File: src/rtl/fbt_pkg.sv
package fbt_pkg;

  localparam int KEY_W  = 64;
  localparam int SIZE_W = 24;
  localparam int HITS_W = 5;
  localparam int EVC_W  = 5;

  // Configuration port geometry: one 32-bit register at byte address 0.
  localparam int APB_ADDR_W = 3;
  localparam int APB_DATA_W = 32;

  localparam logic REG_CAPACITY = 1'b0;

  localparam logic [SIZE_W-1:0] CAPACITY_RESET = '1;

  // One table entry as it sits in the entry memory.
  typedef struct packed {
    logic [KEY_W-1:0]  key;
    logic [SIZE_W-1:0] length;
    logic [SIZE_W-1:0] offset;
    logic [HITS_W-1:0] hits;
  } ent_t;

  // One result beat.
  typedef struct packed {
    logic              hit;
    logic              stored;
    logic [SIZE_W-1:0] offset;
    logic [SIZE_W-1:0] length;
    logic [EVC_W-1:0]  evictions;
  } rsp_t;

  typedef enum logic [1:0] {
    OP_LOOK  = 2'd0,
    OP_BUMP  = 2'd1,
    OP_AGE   = 2'd2,
    OP_SHIFT = 2'd3
  } op_e;

  typedef struct packed {
    op_e               op;
    ent_t              entry;
    logic [KEY_W-1:0]  key;
    logic [HITS_W-1:0] bound;
    logic [SIZE_W-1:0] shift;
  } alu_in_t;

  typedef struct packed {
    logic match;
    logic less;
    ent_t entry;
  } alu_out_t;

endpackage

File: src/rtl/fbt_req_if.sv
interface fbt_req_if;
  import fbt_pkg::*;

  logic              valid;
  logic              ready;
  logic [KEY_W-1:0]  key;
  logic [SIZE_W-1:0] block_size;
  logic              keep_flag;
  logic              no_evict;

  modport source (output valid, key, block_size, keep_flag, no_evict, input ready);
  modport sink (input valid, key, block_size, keep_flag, no_evict, output ready);
endinterface

File: src/rtl/fbt_rsp_if.sv
interface fbt_rsp_if;
  import fbt_pkg::*;

  logic              valid;
  logic              ready;
  logic              hit;
  logic              stored;
  logic [SIZE_W-1:0] offset;
  logic [SIZE_W-1:0] length;
  logic [EVC_W-1:0]  evictions;

  modport source (output valid, hit, stored, offset, length, evictions, input ready);
  modport sink (input valid, hit, stored, offset, length, evictions, output ready);
endinterface

File: src/rtl/frequency_evicting_buffer_table_core.sv
// Channel   Direction  Beat contents
// req_i     in         key, block_size, keep_flag, no_evict
// rsp_o     out        hit, stored, offset, length, evictions
// APB       in/out     capacity register at byte address 0
//
// A request walks the valid entries through one memory read port, one entry per cycle: a
// missed lookup reads every valid entry, each eviction adds a minimum scan and a
// compaction pass, an append adds a write, and the output hand-off follows. The request
// port is ready only in the idle state; a finished result sits in an output register, so
// the next request is taken while it waits. Reset is asynchronous and active low; it
// empties the table and restores the full capacity.
module frequency_evicting_buffer_table_core #(
  parameter int TABLE_ENTRIES = 16,
  parameter int HIT_CEILING   = 20
) (
  input  logic                               clk_i,
  input  logic                               rst_ni,
  fbt_req_if.sink                            req_i,
  fbt_rsp_if.source                          rsp_o,
  input  logic                               psel,
  input  logic                               penable,
  input  logic                               pwrite,
  input  logic [fbt_pkg::APB_ADDR_W-1:0]     paddr,
  input  logic [fbt_pkg::APB_DATA_W-1:0]     pwdata,
  output logic [fbt_pkg::APB_DATA_W-1:0]     prdata,
  output logic                               pready
);
  import fbt_pkg::*;

  localparam int IW = (TABLE_ENTRIES > 1) ? $clog2(TABLE_ENTRIES) : 1;
  localparam int CW = $clog2(TABLE_ENTRIES + 1);

  // The sequencer steps through lookup, eviction and append phases.
  typedef enum logic [7:0] {
    S_IDLE   = 8'b0000_0001,
    S_LOOK   = 8'b0000_0010,
    S_BUMP   = 8'b0000_0100,
    S_DECIDE = 8'b0000_1000,
    S_SCAN   = 8'b0001_0000,
    S_SHIFT  = 8'b0010_0000,
    S_APPEND = 8'b0100_0000,
    S_DONE   = 8'b1000_0000
  } state_e;

  state_e            state_q, state_d;
  logic [CW-1:0]     vcnt_q, vcnt_d;
  logic [SIZE_W-1:0] used_q, used_d;
  logic [SIZE_W-1:0] cap_q;
  logic [CW-1:0]     k_q, k_d;
  logic              pend_q, pend_d;
  logic              outv_q, outv_d;

  logic [KEY_W-1:0]  key_q, key_d;
  logic [SIZE_W-1:0] size_q, size_d;
  logic              keep_q, keep_d;
  logic              noev_q, noev_d;
  logic [CW-1:0]     pidx_q, pidx_d;
  logic [HITS_W-1:0] best_q, best_d;
  logic [CW-1:0]     vic_q, vic_d;
  logic [SIZE_W-1:0] vsize_q, vsize_d;
  logic [IW-1:0]     hidx_q, hidx_d;
  ent_t              ent_q, ent_d;
  rsp_t              res_q, res_d;
  rsp_t              out_q, out_d;

  logic              cfg_wr;
  logic              walking;
  logic [CW-1:0]     issue_lim;
  logic              issue;
  logic [CW-1:0]     raddr_w;
  logic [SIZE_W-1:0] free_space;
  logic              short;

  logic              mem_we;
  logic [IW-1:0]     mem_waddr;
  ent_t              mem_wdata;
  ent_t              mem_rdata;

  alu_in_t           alu_in;
  alu_out_t          alu_out;

  // Configuration port. Write the capacity only while the block is idle (not enforced).
  assign pready = 1'b1;
  assign cfg_wr = psel & penable & pwrite & pready;
  assign prdata = (paddr[APB_ADDR_W-1] == REG_CAPACITY) ?
                  {{(APB_DATA_W - SIZE_W){1'b0}}, cap_q} : '0;

  // Free space counts as zero once capacity has been lowered below the fill.
  assign free_space = (cap_q > used_q) ? cap_q - used_q : '0;
  assign short      = (free_space < size_q);

  // The walk streams one read per cycle; the data for index pidx_q comes back
  // in the cycle after its read. During compaction, entries at or above the victim
  // read their upper neighbor, which collapses the gap.
  assign walking   = (state_q == S_LOOK) || (state_q == S_SCAN) || (state_q == S_SHIFT);
  assign issue_lim = (state_q == S_SHIFT) ? vcnt_q - CW'(1) : vcnt_q;
  assign issue     = walking && (k_q < issue_lim);
  assign raddr_w   = (state_q == S_SHIFT) ? k_q + CW'(k_q >= vic_q) : k_q;

  fbt_mem #(
    .DEPTH (TABLE_ENTRIES),
    .AW    (IW)
  ) u_mem (
    .clk_i   (clk_i),
    .we_i    (mem_we),
    .waddr_i (mem_waddr),
    .wdata_i (mem_wdata),
    .re_i    (issue),
    .raddr_i (raddr_w[IW-1:0]),
    .rdata_o (mem_rdata)
  );

  // The shared unit matches keys, ranks hit counts and rewrites entries.
  always_comb begin
    alu_in.entry = mem_rdata;
    alu_in.key   = key_q;
    alu_in.bound = best_q;
    alu_in.shift = vsize_q;
    alu_in.op    = OP_LOOK;
    case (state_q)
      S_BUMP: begin
        alu_in.entry = ent_q;
        alu_in.op    = OP_BUMP;
      end
      S_SHIFT: begin
        alu_in.op = (pidx_q >= vic_q) ? OP_SHIFT : OP_AGE;
      end
      default: begin
        alu_in.op = OP_LOOK;
      end
    endcase
  end

  fbt_alu #(
    .HIT_CEILING (HIT_CEILING)
  ) u_alu (
    .in_i  (alu_in),
    .out_o (alu_out)
  );

  assign req_i.ready     = (state_q == S_IDLE);
  assign rsp_o.valid     = outv_q;
  assign rsp_o.hit       = out_q.hit;
  assign rsp_o.stored    = out_q.stored;
  assign rsp_o.offset    = out_q.offset;
  assign rsp_o.length    = out_q.length;
  assign rsp_o.evictions = out_q.evictions;

  always_comb begin
    state_d   = state_q;
    vcnt_d    = vcnt_q;
    used_d    = used_q;
    k_d       = issue ? k_q + CW'(1) : k_q;
    pend_d    = issue;
    pidx_d    = k_q;
    outv_d    = outv_q & ~rsp_o.ready;
    key_d     = key_q;
    size_d    = size_q;
    keep_d    = keep_q;
    noev_d    = noev_q;
    best_d    = best_q;
    vic_d     = vic_q;
    vsize_d   = vsize_q;
    hidx_d    = hidx_q;
    ent_d     = ent_q;
    res_d     = res_q;
    out_d     = out_q;
    mem_we    = 1'b0;
    mem_waddr = pidx_q[IW-1:0];
    mem_wdata = alu_out.entry;

    case (state_q)
      S_IDLE: begin
        if (req_i.valid) begin
          key_d   = req_i.key;
          size_d  = req_i.block_size;
          keep_d  = req_i.keep_flag;
          noev_d  = req_i.no_evict;
          res_d   = '0;
          k_d     = '0;
          pend_d  = 1'b0;
          state_d = S_LOOK;
        end
      end
      S_LOOK: begin
        if (pend_q && alu_out.match) begin
          ent_d   = mem_rdata;
          hidx_d  = pidx_q[IW-1:0];
          pend_d  = 1'b0;
          state_d = S_BUMP;
        end else if (!pend_q && (k_q >= vcnt_q)) begin
          state_d = S_DECIDE;
        end
      end
      S_BUMP: begin
        mem_we        = 1'b1;
        mem_waddr     = hidx_q;
        res_d.hit     = 1'b1;
        res_d.offset  = ent_q.offset;
        res_d.length  = ent_q.length;
        state_d       = S_DONE;
      end
      S_DECIDE: begin
        k_d    = '0;
        pend_d = 1'b0;
        if (!keep_q || (size_q == '0)) begin
          state_d = S_DONE;
        end else if (short && !noev_q && (vcnt_q != '0)) begin
          state_d = S_SCAN;
        end else if ((vcnt_q < CW'(TABLE_ENTRIES)) && !short) begin
          state_d = S_APPEND;
        end else begin
          state_d = S_DONE;
        end
      end
      S_SCAN: begin
        // Strict less-than keeps the first entry among equal lowest counts.
        if (pend_q && ((pidx_q == '0) || alu_out.less)) begin
          best_d  = mem_rdata.hits;
          vic_d   = pidx_q;
          vsize_d = mem_rdata.length;
        end
        if (!pend_q && (k_q >= vcnt_q)) begin
          k_d     = '0;
          state_d = S_SHIFT;
        end
      end
      S_SHIFT: begin
        mem_we = pend_q;
        if (!pend_q && (k_q >= issue_lim)) begin
          vcnt_d          = vcnt_q - CW'(1);
          used_d          = (used_q >= vsize_q) ? used_q - vsize_q : '0;
          res_d.evictions = res_q.evictions + EVC_W'(1);
          state_d         = S_DECIDE;
        end
      end
      S_APPEND: begin
        mem_we           = 1'b1;
        mem_waddr        = vcnt_q[IW-1:0];
        mem_wdata.key    = key_q;
        mem_wdata.length = size_q;
        mem_wdata.offset = used_q;
        mem_wdata.hits   = '0;
        vcnt_d           = vcnt_q + CW'(1);
        used_d           = used_q + size_q;
        res_d.stored     = 1'b1;
        res_d.offset     = used_q;
        res_d.length     = size_q;
        state_d          = S_DONE;
      end
      S_DONE: begin
        if (!outv_q || rsp_o.ready) begin
          out_d   = res_q;
          outv_d  = 1'b1;
          state_d = S_IDLE;
        end
      end
      default: begin
        state_d = S_IDLE;
      end
    endcase
  end

  always_ff @(posedge clk_i or negedge rst_ni) begin
    if (!rst_ni) begin
      state_q <= S_IDLE;
      vcnt_q  <= '0;
      used_q  <= '0;
      cap_q   <= CAPACITY_RESET;
      k_q     <= '0;
      pend_q  <= 1'b0;
      outv_q  <= 1'b0;
    end else begin
      state_q <= state_d;
      vcnt_q  <= vcnt_d;
      used_q  <= used_d;
      k_q     <= k_d;
      pend_q  <= pend_d;
      outv_q  <= outv_d;
      if (cfg_wr && (paddr[APB_ADDR_W-1] == REG_CAPACITY)) begin
        cap_q <= pwdata[SIZE_W-1:0];
      end
    end
  end

  always_ff @(posedge clk_i) begin
    key_q   <= key_d;
    size_q  <= size_d;
    keep_q  <= keep_d;
    noev_q  <= noev_d;
    pidx_q  <= pidx_d;
    best_q  <= best_d;
    vic_q   <= vic_d;
    vsize_q <= vsize_d;
    hidx_q  <= hidx_d;
    ent_q   <= ent_d;
    res_q   <= res_d;
    out_q   <= out_d;
  end

endmodule

File: src/rtl/fbt_mem.sv
module fbt_mem #(
  parameter int DEPTH = 16,
  parameter int AW    = 4
) (
  input  logic           clk_i,
  input  logic           we_i,
  input  logic [AW-1:0]  waddr_i,
  input  fbt_pkg::ent_t  wdata_i,
  input  logic           re_i,
  input  logic [AW-1:0]  raddr_i,
  output fbt_pkg::ent_t  rdata_o
);
  import fbt_pkg::*;

  ent_t mem [DEPTH];
  ent_t rdata_q;

  always_ff @(posedge clk_i) begin
    if (we_i) begin
      mem[waddr_i] <= wdata_i;
    end
    if (re_i) begin
      rdata_q <= mem[raddr_i];
    end
  end

  assign rdata_o = rdata_q;

endmodule

File: src/rtl/fbt_alu.sv
module fbt_alu #(
  parameter int HIT_CEILING = 20
) (
  input  fbt_pkg::alu_in_t  in_i,
  output fbt_pkg::alu_out_t out_o
);
  import fbt_pkg::*;

  logic [HITS_W-1:0] aged;

  // Hit counts age toward zero and never wrap.
  assign aged = (in_i.entry.hits != '0) ? in_i.entry.hits - HITS_W'(1) : in_i.entry.hits;

  always_comb begin
    out_o.match = (in_i.entry.key == in_i.key);
    out_o.less  = (in_i.entry.hits < in_i.bound);
    out_o.entry = in_i.entry;
    case (in_i.op)
      OP_LOOK: begin
        out_o.entry = in_i.entry;
      end
      OP_BUMP: begin
        if (in_i.entry.hits < HITS_W'(HIT_CEILING)) begin
          out_o.entry.hits = in_i.entry.hits + HITS_W'(1);
        end
      end
      OP_AGE: begin
        out_o.entry.hits = aged;
      end
      OP_SHIFT: begin
        out_o.entry.offset = in_i.entry.offset - in_i.shift;
        out_o.entry.hits   = aged;
      end
      default: begin
        out_o.entry = in_i.entry;
      end
    endcase
  end

endmodule
File: src/flat_wrapper.sv
// flat-port wrapper written by rule: the top's interface ports become plain ports
module frequency_evicting_buffer_table_core_flat import fbt_pkg::*;
#(
  parameter int TABLE_ENTRIES = 16,
  parameter int HIT_CEILING   = 20
)
  (clk_i, rst_ni, psel, penable, pwrite, paddr, pwdata, prdata, pready, req_i_valid, req_i_key, req_i_block_size, req_i_keep_flag, req_i_no_evict, req_i_ready, rsp_o_valid, rsp_o_hit, rsp_o_stored, rsp_o_offset, rsp_o_length, rsp_o_evictions, rsp_o_ready);
  fbt_req_if req_i_i ();
  fbt_rsp_if rsp_o_i ();
  input  logic clk_i;
  input  logic rst_ni;
  input  logic psel;
  input  logic penable;
  input  logic pwrite;
  input  logic [fbt_pkg::APB_ADDR_W-1:0] paddr;
  input  logic [fbt_pkg::APB_DATA_W-1:0] pwdata;
  output logic [fbt_pkg::APB_DATA_W-1:0] prdata;
  output logic pready;
  input wire logic [$bits(req_i_i.valid)-1:0] req_i_valid;
  input wire logic [$bits(req_i_i.key)-1:0] req_i_key;
  input wire logic [$bits(req_i_i.block_size)-1:0] req_i_block_size;
  input wire logic [$bits(req_i_i.keep_flag)-1:0] req_i_keep_flag;
  input wire logic [$bits(req_i_i.no_evict)-1:0] req_i_no_evict;
  output wire logic [$bits(req_i_i.ready)-1:0] req_i_ready;
  output wire logic [$bits(rsp_o_i.valid)-1:0] rsp_o_valid;
  output wire logic [$bits(rsp_o_i.hit)-1:0] rsp_o_hit;
  output wire logic [$bits(rsp_o_i.stored)-1:0] rsp_o_stored;
  output wire logic [$bits(rsp_o_i.offset)-1:0] rsp_o_offset;
  output wire logic [$bits(rsp_o_i.length)-1:0] rsp_o_length;
  output wire logic [$bits(rsp_o_i.evictions)-1:0] rsp_o_evictions;
  input wire logic [$bits(rsp_o_i.ready)-1:0] rsp_o_ready;
  assign req_i_i.valid = req_i_valid;
  assign req_i_i.key = req_i_key;
  assign req_i_i.block_size = req_i_block_size;
  assign req_i_i.keep_flag = req_i_keep_flag;
  assign req_i_i.no_evict = req_i_no_evict;
  assign req_i_ready = req_i_i.ready;
  assign rsp_o_valid = rsp_o_i.valid;
  assign rsp_o_hit = rsp_o_i.hit;
  assign rsp_o_stored = rsp_o_i.stored;
  assign rsp_o_offset = rsp_o_i.offset;
  assign rsp_o_length = rsp_o_i.length;
  assign rsp_o_evictions = rsp_o_i.evictions;
  assign rsp_o_i.ready = rsp_o_ready;
  frequency_evicting_buffer_table_core #(.TABLE_ENTRIES(TABLE_ENTRIES), .HIT_CEILING(HIT_CEILING)) u_core (.clk_i(clk_i), .rst_ni(rst_ni), .req_i(req_i_i), .rsp_o(rsp_o_i), .psel(psel), .penable(penable), .pwrite(pwrite), .paddr(paddr), .pwdata(pwdata), .prdata(prdata), .pready(pready));
endmodule
File: config.mk
export PLATFORM = sky130hd
export DESIGN_NAME = frequency_evicting_buffer_table_core_flat
export DESIGN_NICKNAME = d
export VERILOG_FILES = /design/src/rtl/fbt_pkg.sv /design/src/rtl/fbt_req_if.sv /design/src/rtl/fbt_rsp_if.sv /design/src/rtl/frequency_evicting_buffer_table_core.sv /design/src/rtl/fbt_mem.sv /design/src/rtl/fbt_alu.sv /design/src/flat_wrapper.sv
export SDC_FILE = /design/constraint.sdc
export NUM_CORES = 2
export LEC_CHECK = 0
export ABC_AREA = 1
export BUFFER_PORTS_ARGS = -buffer_cell sky130_fd_sc_hd__buf_2
export CAP_MARGIN = 5
export CORE_UTILIZATION = 35
export DETAILED_ROUTE_END_ITERATION = 8
export PLACE_DENSITY = 0.47
export RECOVER_POWER = 50
export SYNTH_ARGS = -nofsm -noshare
export SYNTH_HDL_FRONTEND = slang
export SYNTH_SLANG_ARGS = --single-unit
export TNS_END_PERCENT = 30
File: constraint.sdc
create_clock -name clk_i -period 16.8 [get_ports clk_i]
set_input_delay 0.84 -clock clk_i [delete_from_list [all_inputs] [get_ports clk_i]]
set_output_delay 0.84 -clock clk_i [all_outputs]
set_load 0.02 [all_outputs]
# Word level (Yosys, flattened, before mapping)
# Memory sizes are Yosys's and may differ from the RTL's. A register that Yosys moved wholly into a read port is not among the register bits.
# Index checks and enable logic that the tools add are counted.
# word_totals
regBits	428
ramBits	1872
in_bits	132
out_inout_bits	90
word_cells	162
memories	1
# classes
addsub	11
n_lt_le_gt_ge	11
n_eq_ne	17
muxes	46
n_bitwise	5
n_reduce_logical	41
# mem_list
memory	depth	width	rd	rd_ports_with_merged_regs	write_ports	line_no	rtl
u_core.u_mem.mem	16	117	1	1	1	fbt_mem.sv:15	ent_t mem [DEPTH];
# ops
cell	count
2-to-1 mux 117 bit	2
one-hot mux 48 bit (3 select lines)	1
2-to-1 mux 24 bit	5
2-to-1 mux 8 bit	9
subtractor 24 bit	3
equality test 64 bit	1
one-hot mux 8 bit (7 select lines)	1
2-to-1 mux 55 bit	1
one-hot mux 24 bit (2 select lines)	1
2-to-1 mux 5 bit	8
one-hot mux 5 bit (3 select lines)	2
adder 24 bit	1
greater-or-equal comparator 24 bit	1
greater-than comparator 24 bit	1
zero test 24 bit	1
less-than comparator 24 bit	1
adder 5 x 1 -> 5 bit, second input constant	4
greater-or-equal comparator 5 bit	4
one-hot mux 5 bit (2 select lines)	2
AND reduction 2 bit	8
less-than comparator 5 bit	2
less-than comparator 5 bit, second input constant	2
nonzero test 5 bit	2
subtractor 5 x 1 -> 5 bit, second input constant	2
32 further kinds	66

# Longest topological paths before layout
# depth
ltp_word	9
ltp_mapped	27
depth_no_buf	27

# Modules after synthesis
# From an unflattened synthesis, not the netlist that was laid out.
# hier_totals
cells_unflattened	10847
hier_area_um2	109553.8
# modules_own_cells
module	instances	cells_per_inst	area_per_inst_um2	seq_area_each_um2
fbt_mem	1	7671	83214.8	59727.3
frequency_evicting_buffer_table_core	1	2433	22404.0	12493.2
fbt_alu	1	743	3935.0	0.0

# Worst setup path after synthesis
# No wires, ideal clock.
# synth_path
path_kind	register to register
startpoint	register u_core.state_q[6]
endpoint	register u_core.ent_q[0] (netlist name), enable pin
setup_ns	0.602
t_arrival_ns	7.137
path_slack_ns	9.061
stages_incl_launch_ff	15
n_path_buf	2
period_less_slack_ns	7.739
cell_sequence	dfrtp_1 inv_1 nand2_1 nor2_1 nand2_1 buf_2 buf_2 o21ai_0 xor2_1 nand3_1 nor4_1 nand2_1 nor2_1 nand3_1 nor2_1
# synth_via
elab_chain_len	5
elab_cells_between_ends	6
cone_classes	eq/ne (3); mux (1); reduce/logical (2)
# synth_lines
element	line_no	rtl
start: declaration	frequency_evicting_buffer_table_core.sv:45	state_e state_q, state_d;
start signal: assignment	frequency_evicting_buffer_table_core.sv:274	state_q <= state_d;
equality test 8 x 3 -> 1 bit	frequency_evicting_buffer_table_core.sv:120	case (state_q)
2-to-1 mux 117 bit	frequency_evicting_buffer_table_core.sv:120	
equality test 64 bit	fbt_alu.sv:15	out_o.match = (in_i.entry.key == in_i.key);
logical AND 1 bit	frequency_evicting_buffer_table_core.sv:186	if (pend_q && alu_out.match) begin
AND reduction 2 bit (no source line) (*)	--	
end signal: assignment	frequency_evicting_buffer_table_core.sv:296	ent_q <= ent_d;
end: declaration	frequency_evicting_buffer_table_core.sv:62	ent_t ent_q, ent_d;
# Mark *: on every way between the ends. The rest lies on a longest branch, timed or not.
# A chain may end at the register's enable or synchronous reset.

# Worst setup path in the final report
# layout_path
startpoint	register u_core.state_q[0]
endpoint	memory u_core.u_mem.mem[12][45] (netlist name), enable pin
# layout_via
elab_chain_len	5
elab_cells_between_ends	8
cone_classes	eq/ne (3); mux (4); reduce/logical (1)
# layout_lines
element	line_no	rtl
equality test 8 x 3 -> 1 bit / equality test 8 x 7 -> 1 bit (equally long branches)	frequency_evicting_buffer_table_core.sv:172	case (state_q)
OR reduction 2 bit (no source line)	--	
one-hot mux 1 bit (2 select lines)	frequency_evicting_buffer_table_core.sv:172	
2-to-1 mux 1 bit	fbt_mem.sv:19	if (we_i) begin
2-to-1 mux 1 bit (not written as such)	fbt_mem.sv:20	mem[waddr_i] <= wdata_i;
end: declaration	fbt_mem.sv:15	
# Several ways; a longest one is shown, not always the timed one.

==> summary.md <==
| Metric | Value |
|---|---|
| Die width | 537 um |
| Initial Util | 0.352 |
| Vias in the first global route | 63548 |
| Initial DRT Pass Iterations | 5 |
| EDFF count, synth | roughly 2300 |
| WL final | 309 mm |
| Sequential fraction of the synthesis area | 0.721 |
| H-tree lvl count | 5 |
| Initial drt markers | 6017 |
| Vias per inst | 5.38 |
| Gate Count Post-Synth | 8042 |
| Share of cells above drive strength 1 | 0.0734 |
| GR Util met2 | 0.336 |
| Worst hold path type | in2reg |
| Row count | 196 |
| Comb pwr share | 0.217 |
| CP Class | reg2reg |
| Die ar. | just under 300000 um^2 |
| Final nets | 8521 |
| Sequential share of power | 0.440 |
| Gr busiest metal | met2 |
| Crit end category | flip-flop |
| Fin crit share | 0.650 |
| Area of the mapped netlist | 100000 um^2 |
| Skew final | roughly 0.11 ns |
| Cts bufs inserted | roughly 270 |
| Post-route setup TNS | 0 ns |
| Routed vias | 65680 |
| Worst-path cell chain | inv_1 > nand2_1 > nor3_1 > nand2_1 > clkinvlp_2 > nor2_2 > clkbuf_1 > a21oi_1 > inv_1 > nand2_1 > nor2_1 > clkbuf_1 > buf_4 |
| Ys Warns | 0 |
| Post-synth top area share | 0.703 |
| Worst-Skew Late Latency | 0.88 ns |
| Normalized max-slew margin | -2.36 |
| Failing checks | capacitance limit, slew limit |
| Synth Register Bits | 2417 |
| Async set or reset register ratio after synthesis | 0.0281 |
| Port bufs | 202 |
| Clock group share of total power | 0.343 |
| Initial antenna violation count | 17 |
| Worst path required time | between 15 and 20 ns |
| Die span in y | 537 um |
| Number of max-cap violations | 22 |
| Max IR drop VDD | 0.154 mV |
| Met3 Use GR | 0.0225 |
| Final setup viols | 0 |
| Critical Path Start Type | flip-flop |
| Leakage power | 38.3 nW |
| Final Cell Area | 114000 um^2 |
| Cell taking the most area after synthesis | edfxtp_1 |
| Overall routing resource usage | 0.210 |
| Core Footprint | 285000 um^2 |
| Crit-path max FO | 46 |
| Run status | complete, but fails checks |
| Final Util | 0.399 |
| Largest net degree at the start of global routing | 200 |
| Clk sink count | approximately 2400 |
| GR Overflow Total | 0 |
| Worst EP arrival | 11.39 ns |
| Total power | roughly 16 mW |
| RSZ-0062 raised after global routing | no |
| Switching Power | 5.15 mW |
| Pre-CTS setup slack | 10.28 ns |
| Synth cell count leaders | edfxtp_1, nor2_1, o21ai_0, nand2_1, clkbuf_1 |
| Max Freq | 91.6 MHz |
| Most common cell in the netlist | edfxtp_1 |
| Area Growth Syn to Fin | 13.4% |
| # IOs | ~220 |
| Top_reg_cell synth | edfxtp_1 |
| Cell Area, Placed | ~110000 um^2 |
| Most Frequent Cell on Critical Path | nand2_1 |
| Wirelength per Cell | ~25 um |
| P_int | 11.3 mW |
| First-pass GRT wire length | 445 mm |
| Remaining DRCs | 0 |
| Root Buffer Master | clkbuf_16 |
| Switching fraction of total power | 0.314 |
| Setup slack after layout | approximately 5.9 ns |
| Minimum clock period | 10.92 ns |
| TritonCTS clock tree | yes |
| Max Slew Vio Count | 839 |
| Hold buffers post-CTS | 0 |
| Clk buf depth | 4 |
| Hold Fails Final Rpt | 0 |
| Setup repair bufs after CTS | 0 |
| Routability cong. | 0.938 |
| Mean cell area of the mapped netlist | 12.5 um^2 |
| CP peak stage delay | roughly 2.7 ns |
| Worst Tran Pin Value | 5.04 ns |
| GR Util met1 | 0.303 |
| Detail Route Antenna Nets | 0 |
| Top cells by area, synth | edfxtp_1, o21ai_0, nor2_1 |
| Post-CTS resize count | 0 |
| Hpwl dp | 166 mm |
| Unique cell type count in the Yosys netlist | 56 |
| Critical path's slowest cell | clkinvlp_2 |
| Worst-path clk slew | 0.06 ns |
| Power density over the cells | roughly 140 nW/um^2 |
[cells by family (layout without fill, tap and decap cells)]
kind of cell / count (synthesis) / in the layout / synth area share
flip-flops: 2417 / 2417 / 0.721
AND/OR/NAND/NOR: 2368 / 2368 / 0.0952
AO/OA/AOI/OAI: 2199 / 2199 / 0.125
buffers and inverters: 819 / 1200 / 0.0318
adder cells (fa/ha/maj): 153 / 153 / 0.0194
XOR/XNOR: 84 / 84 / 0.00749
other: 2 / 15 / 0.0000750
[cells in the final DEF, fill, tap and decap left out, types with 13 or more instances in the layout]
cell and n:
clkbuf_1 269, nor2_4 16, o221ai_1 249, buf_4 84, dfstp_2 25, nand2_1 754, nand3_1 208, ha_1 149
a21oi_1 197, nor4_1 24, nor2_1 1231, clkbuf_16 276, o21ai_1 223, o211ai_1 53, inv_6 13, clkinv_2 32
xor2_1 57, o22ai_1 234, bufinv_16 14, buf_2 63, inv_1 337, or2_2 46, xnor2_1 25, edfxtp_1 2344
o21ai_0 1179, buf_12 17, nand4_1 42, clkinv_1 70, nor3_1 30, dfrtp_1 43
[path summary, 6_finish.rpt]
path | from | to | slack (ns) | cells after the start
max in group asynchronous | rst_ni | u_core.used_q[10] | 13.23 | 1
setup reg to reg | u_core.state_q[0] | u_core.u_mem.mem[12][45] | 5.88 | 13
hold / removal | req_i_key[46] | u_core.key_q[46] | 0.14 | 1
hold reg to reg | u_core.res_q[5] | u_core.rsp_o.length[0] | 0.41 | 0
min in group asynchronous | rst_ni | u_core.k_q[0] | 1.40 | 1
setup / recovery | u_core.state_q[0] | u_core.u_mem.mem[12][45] | 5.88 | 13
[through the flow]
| stage | hold slack (ns) | cells |
|---|---|---|
| after global placement | 0.410 | 11724 |
| final | 0.140 | 12198 |
| after CTS | 0.0764 | 12191 |
| after floorplan | 0.400 | 8049 |
| after detailed placement | 0.405 | 11724 |
| after global routing | 0.108 | 12195 |
[registers in the layout, summed over array words and instances (netlist names), 4 cells and up]
| signal | flops |
|---|---|
| u_core.k_q | 5 |
| u_core.cap_q | 24 |
| u_core.u_mem.mem | 1872 |
| u_core.key_q | 64 |
| u_core.size_q | 24 |
| u_core.state_q | 8 |
| u_core.vsize_q | 24 |
| u_core.vic_q | 5 |
| u_core.rsp_o.length | 24 |
| u_core.res_q | 55 |
| u_core.u_mem.rdata_o | 117 |
| u_core.hidx_q | 4 |
| u_core.ent_q | 117 |
| u_core.rsp_o.offset | 24 |
| u_core.pidx_q | 5 |
| u_core.rsp_o.evictions | 5 |
| u_core.vcnt_q | 5 |
| u_core.best_q | 5 |
| u_core.used_q | 24 |
[critical path: cells and delay by family, from the launching register on]
kind / cells / cell delay, ns
simple gates: 6 / 2.13
buf+inv: 6 / 7.27
compound gates: 1 / 0.38
flops: 1 / 0.53
[power by group through the flow]
stage                     Clock (mW)  Combinational [mW]  Sequential (mW)
after floorplan                    0                2.48             7.25
after global placement             0                3.57             7.33
after detailed placement           0                3.61             7.33
after CTS                       5.77                3.62             7.21
after global routing            5.97                3.99             7.24
final                           5.64                3.57             7.22
[routing by layer]
metal	vias up	routed length, um
li1	30009	-
met1	33220	144000
met2	2023	142000
met3	424	16500
met4	4	7800
met5	-	31
[layout make-up]
class	count	area (um^2)
diodes	6	15.0
flip-flops and latches	2417	72200
well taps	3762	4710
multi-input cells	4813	24900
inverters	347	1350
clock buffers	325	7110
fillers	27126	171000
repair buffers	386	2120
clock inverters	142	1130
No activity file was read; power rests on OpenSTA's default activity.
